[config.mk]
export PLATFORM = sky130hd
export DESIGN_NAME = rlt_ctrl
export DESIGN_NICKNAME = d
export VERILOG_FILES = /design/src/rtl/core/rlt_pkg.sv /design/src/rtl/core/rlt_ctrl.sv
export SDC_FILE = /design/constraint.sdc
export NUM_CORES = 1
export LEC_CHECK = 0
export ABC_AREA = 0
export BUFFER_PORTS_ARGS = -buffer_cell sky130_fd_sc_hd__buf_2
export CAP_MARGIN = 30
export CORE_AREA = 2 2 39 41
export DETAILED_ROUTE_END_ITERATION = 10
export DIE_AREA = 0 0 41 43
export GPL_TIMING_DRIVEN = 0
export HOLD_SLACK_MARGIN = 0.05
export PLACE_DENSITY = 0.44
export RECOVER_POWER = 50
export SYNTH_ARGS = -nofsm -noshare
export SYNTH_HDL_FRONTEND = slang
export SYNTH_SLANG_ARGS = --single-unit
[constraint.sdc]
create_clock -name clk -period 1.2 [get_ports clk]
set_input_delay 0.18 -clock clk [delete_from_list [all_inputs] [get_ports clk]]
set_output_delay 0.18 -clock clk [all_outputs]
set_load 0.05 [all_outputs]
[src/rtl/core/rlt_pkg.sv]
// Shared types and codes for the receive loss tracker.
// Used by the controller, the datapath and the top level; depends on nothing.
package rlt_pkg;

	// verdict codes carried in the status field
	localparam logic [2:0] ST_NEW_ORDER = 3'd0;
	localparam logic [2:0] ST_NEW_GAP   = 3'd1;
	localparam logic [2:0] ST_RECOVERED = 3'd2;
	localparam logic [2:0] ST_DUPLICATE = 3'd3;
	localparam logic [2:0] ST_TOO_FAR   = 3'd4;

	// result kinds
	localparam logic KIND_REPORT  = 1'b0;
	localparam logic KIND_VERDICT = 1'b1;

	// controller to datapath
	typedef struct packed {
		logic load;      // capture the accepted item, start the bitmap read
		logic classify;  // latch the verdict class
		logic mark;      // mark one skipped number and send its report
		logic verdict;   // apply the state update and send the verdict
	} rlt_cmd_t;

	// datapath to controller
	typedef struct packed {
		logic gap_open;  // item is new and skips at least one number
		logic gap_last;  // the number being marked is the last one skipped
		logic out_free;  // output register can take a result this cycle
	} rlt_stat_t;

endpackage

[src/rtl/core/rlt_ctrl.sv]
// Controller state machine for the receive loss tracker.
// Depends on rlt_pkg for the command and status structs.
module rlt_ctrl (
	input  logic                 clk,
	input  logic                 arst_n,
	input  logic                 in_valid,
	output logic                 in_stall,
	input  rlt_pkg::rlt_stat_t   stat,
	output rlt_pkg::rlt_cmd_t    cmd
);
	import rlt_pkg::*;

	typedef enum logic [3:0] {
		S_IDLE    = 4'b0001,
		S_CHECK   = 4'b0010,
		S_GAP     = 4'b0100,
		S_VERDICT = 4'b1000
	} state_t;

	state_t state_q;
	state_t state_n;

	always_comb begin
		state_n      = state_q;
		cmd          = '0;
		in_stall     = (state_q != S_IDLE);
		case (state_q)
			S_IDLE: begin
				if (in_valid) begin
					cmd.load = 1'b1;
					state_n  = S_CHECK;
				end
			end
			S_CHECK: begin
				cmd.classify = 1'b1;
				state_n      = stat.gap_open ? S_GAP : S_VERDICT;
			end
			S_GAP: begin
				// one skipped number per free output slot
				if (stat.out_free) begin
					cmd.mark = 1'b1;
					if (stat.gap_last) begin
						state_n = S_VERDICT;
					end
				end
			end
			S_VERDICT: begin
				if (stat.out_free) begin
					cmd.verdict = 1'b1;
					state_n     = S_IDLE;
				end
			end
			default: begin
				state_n = S_IDLE;
			end
		endcase
	end

	always_ff @(posedge clk or negedge arst_n) begin
		if (!arst_n) begin
			state_q <= S_IDLE;
		end else begin
			state_q <= state_n;
		end
	end

endmodule

==> results of run 1 <==
worst max-delay path, cell delays in order, from the launching register on:
cell and delay (ns):
dfrtp_1 0.41, nor2_1 0.19, and4b_2 0.25, buf_6 0.15
kinds of logic (layout without fill, tap and decap cells):
logic type	Yosys count	in the layout	synth area share [%]
buffers and inverters	2	23	3.262
DFF	4	4	44.02
and+or+nand+nor	13	13	36.41
AOI/OAI and AO/OA	5	5	16.31
placed cells by master (no fill, tap or decap), types with 2 or more instances in the layout:
cell      count
buf_2         5
buf_4         5
buf_6         4
clkbuf_1      2
clkbuf_4      3
dfrtp_1       3
inv_1         2
nand3b_1      4
nor2_1        2
power by group:
group          internal, mW  switching (mW)
logic                 0.210           0.303
registers             0.185          0.0434
clock network         0.125          0.0545
routing by layer:
layer	GRT usage (%)	vias up
li1	-	129
met1	9.355	116
met2	10.31	13
met3	8.377	2
met4	4.000	0
met5	0	-
repair_timing:
item | 4_1_cts | 5_1_grt
buffers inserted | 4 | 2
endpoints found under the setup margin | 5 | 7
hold endpoints to repair | 4 | 0
hold buffers | 1 | 0
pin swaps | 3 | 4
gates resized for setup | 10 | 3
gates cloned | 0 | 0
through the flow:
step / hold slack, ns / setup TNS [ns] / instance area [um^2]
5_1_grt: 0.1539 / -1.404 / 431.7
6_report: 0.1482 / -0.9746 / 431.7
3_3_place_gp: -0.01340 / -0.1525 / 307.8
2_1_floorplan: -0.1156 / -0.9026 / 237.7
4_1_cts: 0.1464 / -1.009 / 406.6
3_5_place_dp: -0.009501 / -0.1532 / 307.8
cell type report:
class | count | area (um^2)
Fill cell | 153 | 952.2
Multi-Input combinational cell | 18 | 140.1
Timing Repair Buffer | 17 | 136.4
Sequential cell | 4 | 101.3
Clock buffer | 4 | 26.28
Tap cell | 16 | 20.02
Inverter | 2 | 7.507
worst max-delay path by stage:
stage          endpoint  slack [ns]  cells after the start
2_1_floorplan    cmd[3]       -0.48                      2
6_report         cmd[0]       -0.22                      3
4_1_cts          cmd[3]       -0.24                      4
3_5_place_dp     cmd[3]       -0.10                      4
3_3_place_gp     cmd[3]       -0.09                      4
5_1_grt          cmd[3]       -0.30                      4
==> metrics.txt, run 1 <==
GRT Overall Usage=8.442%; reg2reg end=state_q[0]$_DFFE_PN1P_; I/O pin count=11; max cap viols=0; hold path start=stat[2]; most frequent cells after synthesis=4 x nand3b_1, 4 x nor2_1, 3 x dfrtp_1; Num CTS Buffers=3; final WL=600 um; reg2reg setup slack=-0.01 ns; leak pwr=0.2085 nW; max FFs per register=4; cell total after placement=50; Clock Tree Buf Depth=2; Largest Register=state_q; crit path from=state_q[1]$_DFFE_PN0P_; met3 WL=71 um; Power, Total=920.5 uW; Setup WS post-layout=-0.2218 ns; crit path launch type=flop; metal2 WL=234 um; antenna viol nets, final=0; syn nets=30; Peak Freq=0.7033 GHz; DRC=0; max-slew violation count=0; Post-Place Worst Slack=-0.1013 ns; critical path arrival=1.24 ns; layout cells sized above 1=55.56%; clock slew at reported path FFs=0.04 ns; routed len/inst=9.836 um; Max FO, Critical Path=6; reg2reg path depth=4; Hold EP=state_q[3]$_DFFE_PN0P_; number of diodes=0; GP Congestion=0.6057; Post-Layout Cell Count=61; Post-synth ARST share=100.0%; outcome=finished with violations; largest cells by area after synthesis=dfrtp_1 33%, nand3b_1 13%, dfstp_2 11%; Clock Sinks=4; Die Y=43 um; GRT overflow=0; register area share after synthesis=44.02%; Die Area=1763 um^2; Unique masters post-synth=15; Site Rows=14; Post-synth EDFFs=0; area grow syn2layout=87.50%; Vias/cell=4.262; core area=1384 um^2; RSZ-0062 raised after global routing=true; worst clock skew=0.01009 ns; Synth Flop Type=dfrtp_1; CTS tree=yes; CP required=1.02 ns; worst slew pin tran=0.2464 ns; post-synth top area cell=dfrtp_1; failing checks=negative setup slack; Tmin final=1.422 ns; Yosys warnings=0; Cells after Synth=24; Largest regs=state_q: 4 flops; initial core utilization=16.64%; Final nets=52; Clock Root Buffer=clkbuf_4; IO buf count=10; Worst setup EP type=output pin; Vias=260; hold depth=2; max layer used=met4; mean post-synth cell area=9.593 um^2; first-pass GRT wire length=924 um; #FFs+latches synth=4; violation count after the first detailed-route iteration=6; initial antenna violation count=0; clock latency on the worst-skew pair=0.24 ns; Post-DP HPWL=419.9 um; worst r2r src=state_q[2]$_DFFE_PN0P_; Die X=41 um; Final Util=31.19%; post-synth top area share=32.61%; setup violators final=6; met1 WL=288 um; Hold Violations, Final=0; fin crit share=118.5%; mapped cell area=230.2 um^2; largest net degree at the start of global routing=7; relative slew slack=83.69%; CTS H-tree depth=1; Min-Delay Path Class=input port to flop; Power Density=2132 nW/um^2; critical path class=flop to output pin; DRT Pass-1 Iters=3; vias in the first global route=229; Peak VDD IR=1.438 mV
(Power assumes the default switching activity.)
==> run 2, diff against run 1 <==
ABC_AREA = 1   (was 0)
PLACE_DENSITY = 0.48   (was 0.44)
SKIP_CTS_REPAIR_TIMING = 1   (was not set)
==> run 2 against run 1 <==
The flow still finishes with violations (negative setup slack). Global-route usage grew 2.0 points. Sequential cell count is the same. Final cell count up 23%. Worst setup slack lost 0.0092 ns. Design area grew 14%. First-iteration DRC count fell by 83%. Hold slack better by 0.062 ns. Sequential share of layout area down 2.6 points. Largest power group unchanged. Area after synthesis is 23% higher.
==> metrics.txt, run 2 <==
CTS tree=yes; Min-Delay Path Class=input port to flop; Max FO, Critical Path=4 (-2); DRC=0 (unchanged); largest cells by area after synthesis=dfrtp_1 27%, inv_1 15%, nor2_2 11%; failing checks=negative setup slack; Post-Layout Cell Count=75 (+23%); most frequent cell after synthesis=inv_1; Die Y=43 um (unchanged); Site Rows=14 (unchanged); Clock Root Buffer=clkbuf_4; RSZ-0062 raised after global routing=true; Die X=41 um (unchanged); Tmin final=1.431 ns (+0.009177 ns); clock slew at reported path FFs=0.04 ns (about the same); Filler Cell Count=143 (-6.5%); hold depth=3 (+1); worst slew pin tran=0.2537 ns (+0.007370 ns); mean post-synth cell area=7.069 um^2 (-26%); GRT overflow=0 (unchanged); layout cells sized above 1=55.93% (+0.38 points); Post-DP HPWL=517.5 um (+23%); core area=1384 um^2 (unchanged); max-slew violation count=0 (unchanged); routed len/inst=9.147 um (-7.0%); Power Density=2682 nW/um^2 (+26%); Synth Flop Type=dfrtp_1; Clock Sinks=4 (unchanged); fin crit share=119.3% (+0.76 points); area grow syn2layout=73.89%; Unique masters post-synth=11 (-4); area of the multi-input gates=185.2 um^2 (+32%); critical path arrival=1.25 ns (about the same); setup violators final=6 (unchanged); CP required=1.02 ns (about the same); worst clock skew=0.003851 ns (-0.006235 ns); Hold Violations, Final=0 (unchanged); #FFs+latches synth=4 (unchanged); Yosys warnings=0 (unchanged); max cap viols=0 (unchanged); Post-synth EDFFs=0 (unchanged); antenna viol nets, final=0 (unchanged); vias in the first global route=290 (+27%); final WL=686 um (+14%); register area share after synthesis=35.84% (-8.2 points); Peak Freq=0.6988 GHz (-0.64%); most frequent cells after synthesis=11 x inv_1, 5 x nand3_1, 5 x nor2_1, 5 x nor2_2, 4 x nand2_1; IO buf count=10 (unchanged); post-route cell area=491.7 um^2 (+14%); cell total after placement=66 (+32%); initial core utilization=20.43% (+3.8 points); Peak VDD IR=0.7549 mV (-47%); critical path class=flop to output pin; post-synth top area share=26.55% (-6.1 points); Final nets=66 (+27%); crit path launch type=flop; first-pass GRT wire length=1179 um (+28%); violation count after the first detailed-route iteration=1 (-5); reg2reg path depth=6 (+2); post-synth top area cell=dfrtp_1; worst r2r src=state_q[0]$_DFFE_PN1P_; Area after DPL=385.4 um^2 (+25%); CTS H-tree depth=1 (unchanged); sequential cell area=102.6 um^2 (+1.2%); commonest non-fill, non-tap cell in the layout=inv_1; leak pwr=0.2639 nW (+27%); outcome=finished with violations; mapped cell area=282.8 um^2 (+23%); reg2reg setup slack=0 ns (about the same); Cells after Synth=40 (+67%); worst setup path endpoint=cmd[3]; Num CTS Buffers=3 (unchanged); max FFs per register=4 (unchanged); GP Congestion=0.6597 (+8.9%); Worst setup EP type=output pin; Setup WS post-layout=-0.2310 ns (-0.009177 ns); reg2reg end=state_q[3]$_DFFE_PN0P_; DRT Pass-1 Iters=3 (unchanged); I/O pin count=11 (unchanged); Die Area=1763 um^2 (unchanged); clock latency on the worst-skew pair=0.24 ns (about the same); Clock Tree Buf Depth=2 (unchanged); commonest non-fill, non-tap cells in the layout=10 x inv_1, 6 x nor2_4, 5 x nand3_1, 5 x buf_4; GRT Overall Usage=10.45% (+2.0 points); Largest Register=state_q; number of diodes=0 (unchanged); Final Util=35.53% (+4.3 points); largest net degree at the start of global routing=5 (-2); relative slew slack=83.09% (-0.60 points); Largest regs=state_q: 4 flops; syn nets=46 (+53%); Power, Total=1.319 mW (+43%); crit path from=state_q[0]$_DFFE_PN1P_; Vias=281 (+8.1%); initial antenna violation count=0 (unchanged); Post-synth ARST share=100.0% (unchanged); Vias/cell=3.747 (-12%)
run 2: cell count changes in the layout (fill, tap and decap cells not counted), sizes merged, moves of 2 or more:
cell / previous run / this run
inv: 2 / 11
nand3: 0 / 6
nor2: 4 / 10
nand2: 1 / 6
nand3b: 4 / 0
buf: 15 / 13
o21bai: 0 / 2
run 2: layout make-up:
type                    instances  share of cell area, %
flip-flops and latches          4                  20.87
multi-input cells              25                  37.66
inverters                      11                  8.397
repair buffers                 15                  23.66
well taps                      16                  4.071
clock buffers                   4                  5.344
run 2: worst min-delay path by stage:
stage | startpoint | to | slack [ns]
3_3_place_gp | arst_n | state_q[1]$_DFFE_PN0P_ | -0.004
6_report | stat[2] | state_q[2]$_DFFE_PN0P_ | 0.21
5_1_grt | stat[2] | state_q[2]$_DFFE_PN0P_ | 0.22
4_1_cts | arst_n | state_q[2]$_DFFE_PN0P_ | -0.26
2_1_floorplan | arst_n | state_q[1]$_DFFE_PN0P_ | -0.12
3_5_place_dp | arst_n | state_q[1]$_DFFE_PN0P_ | -0.004
run 2: per-layer routing:
layer	GRT usage, %	wire length, um
met5	0	0
met4	10.00	0
met3	3.141	5
met2	13.44	396
met1	12.90	284
run 2: worst max-delay path: stages (launching register included):
cell and delay [ns]:
dfstp_2 0.55, inv_2 0.05, nor2_4 0.10, nand2_4 0.08, nor2_4 0.08, buf_6 0.16
run 2: cell families after synthesis:
| logic type | count (synthesis) | share of synthesized area [%] |
|---|---|---|
| DFF | 4 | 35.84 |
| AOI/OAI and AO/OA | 3 | 9.732 |
| buffers and inverters | 11 | 14.60 |
| and+or+nand+nor | 22 | 39.82 |
run 2: per-stage QoR:
step | setup slack (ns) | TNS, ns | hold slack, ns
2_1_floorplan | -0.1469 | -0.1497 | -0.1156
3_3_place_gp | -0.1199 | -0.3023 | -0.003686
3_5_place_dp | -0.1246 | -0.2974 | -0.004103
4_1_cts | -0.3841 | -1.593 | -0.2614
5_1_grt | -0.2836 | -1.426 | 0.2183
6_report | -0.2310 | -1.006 | 0.2098
run 2: report_power, final:
| part | internal, mW | switching (mW) |
|---|---|---|
| sequential | 0.203 | 0.0686 |
| clock | 0.125 | 0.0635 |
| combinational | 0.344 | 0.514 |
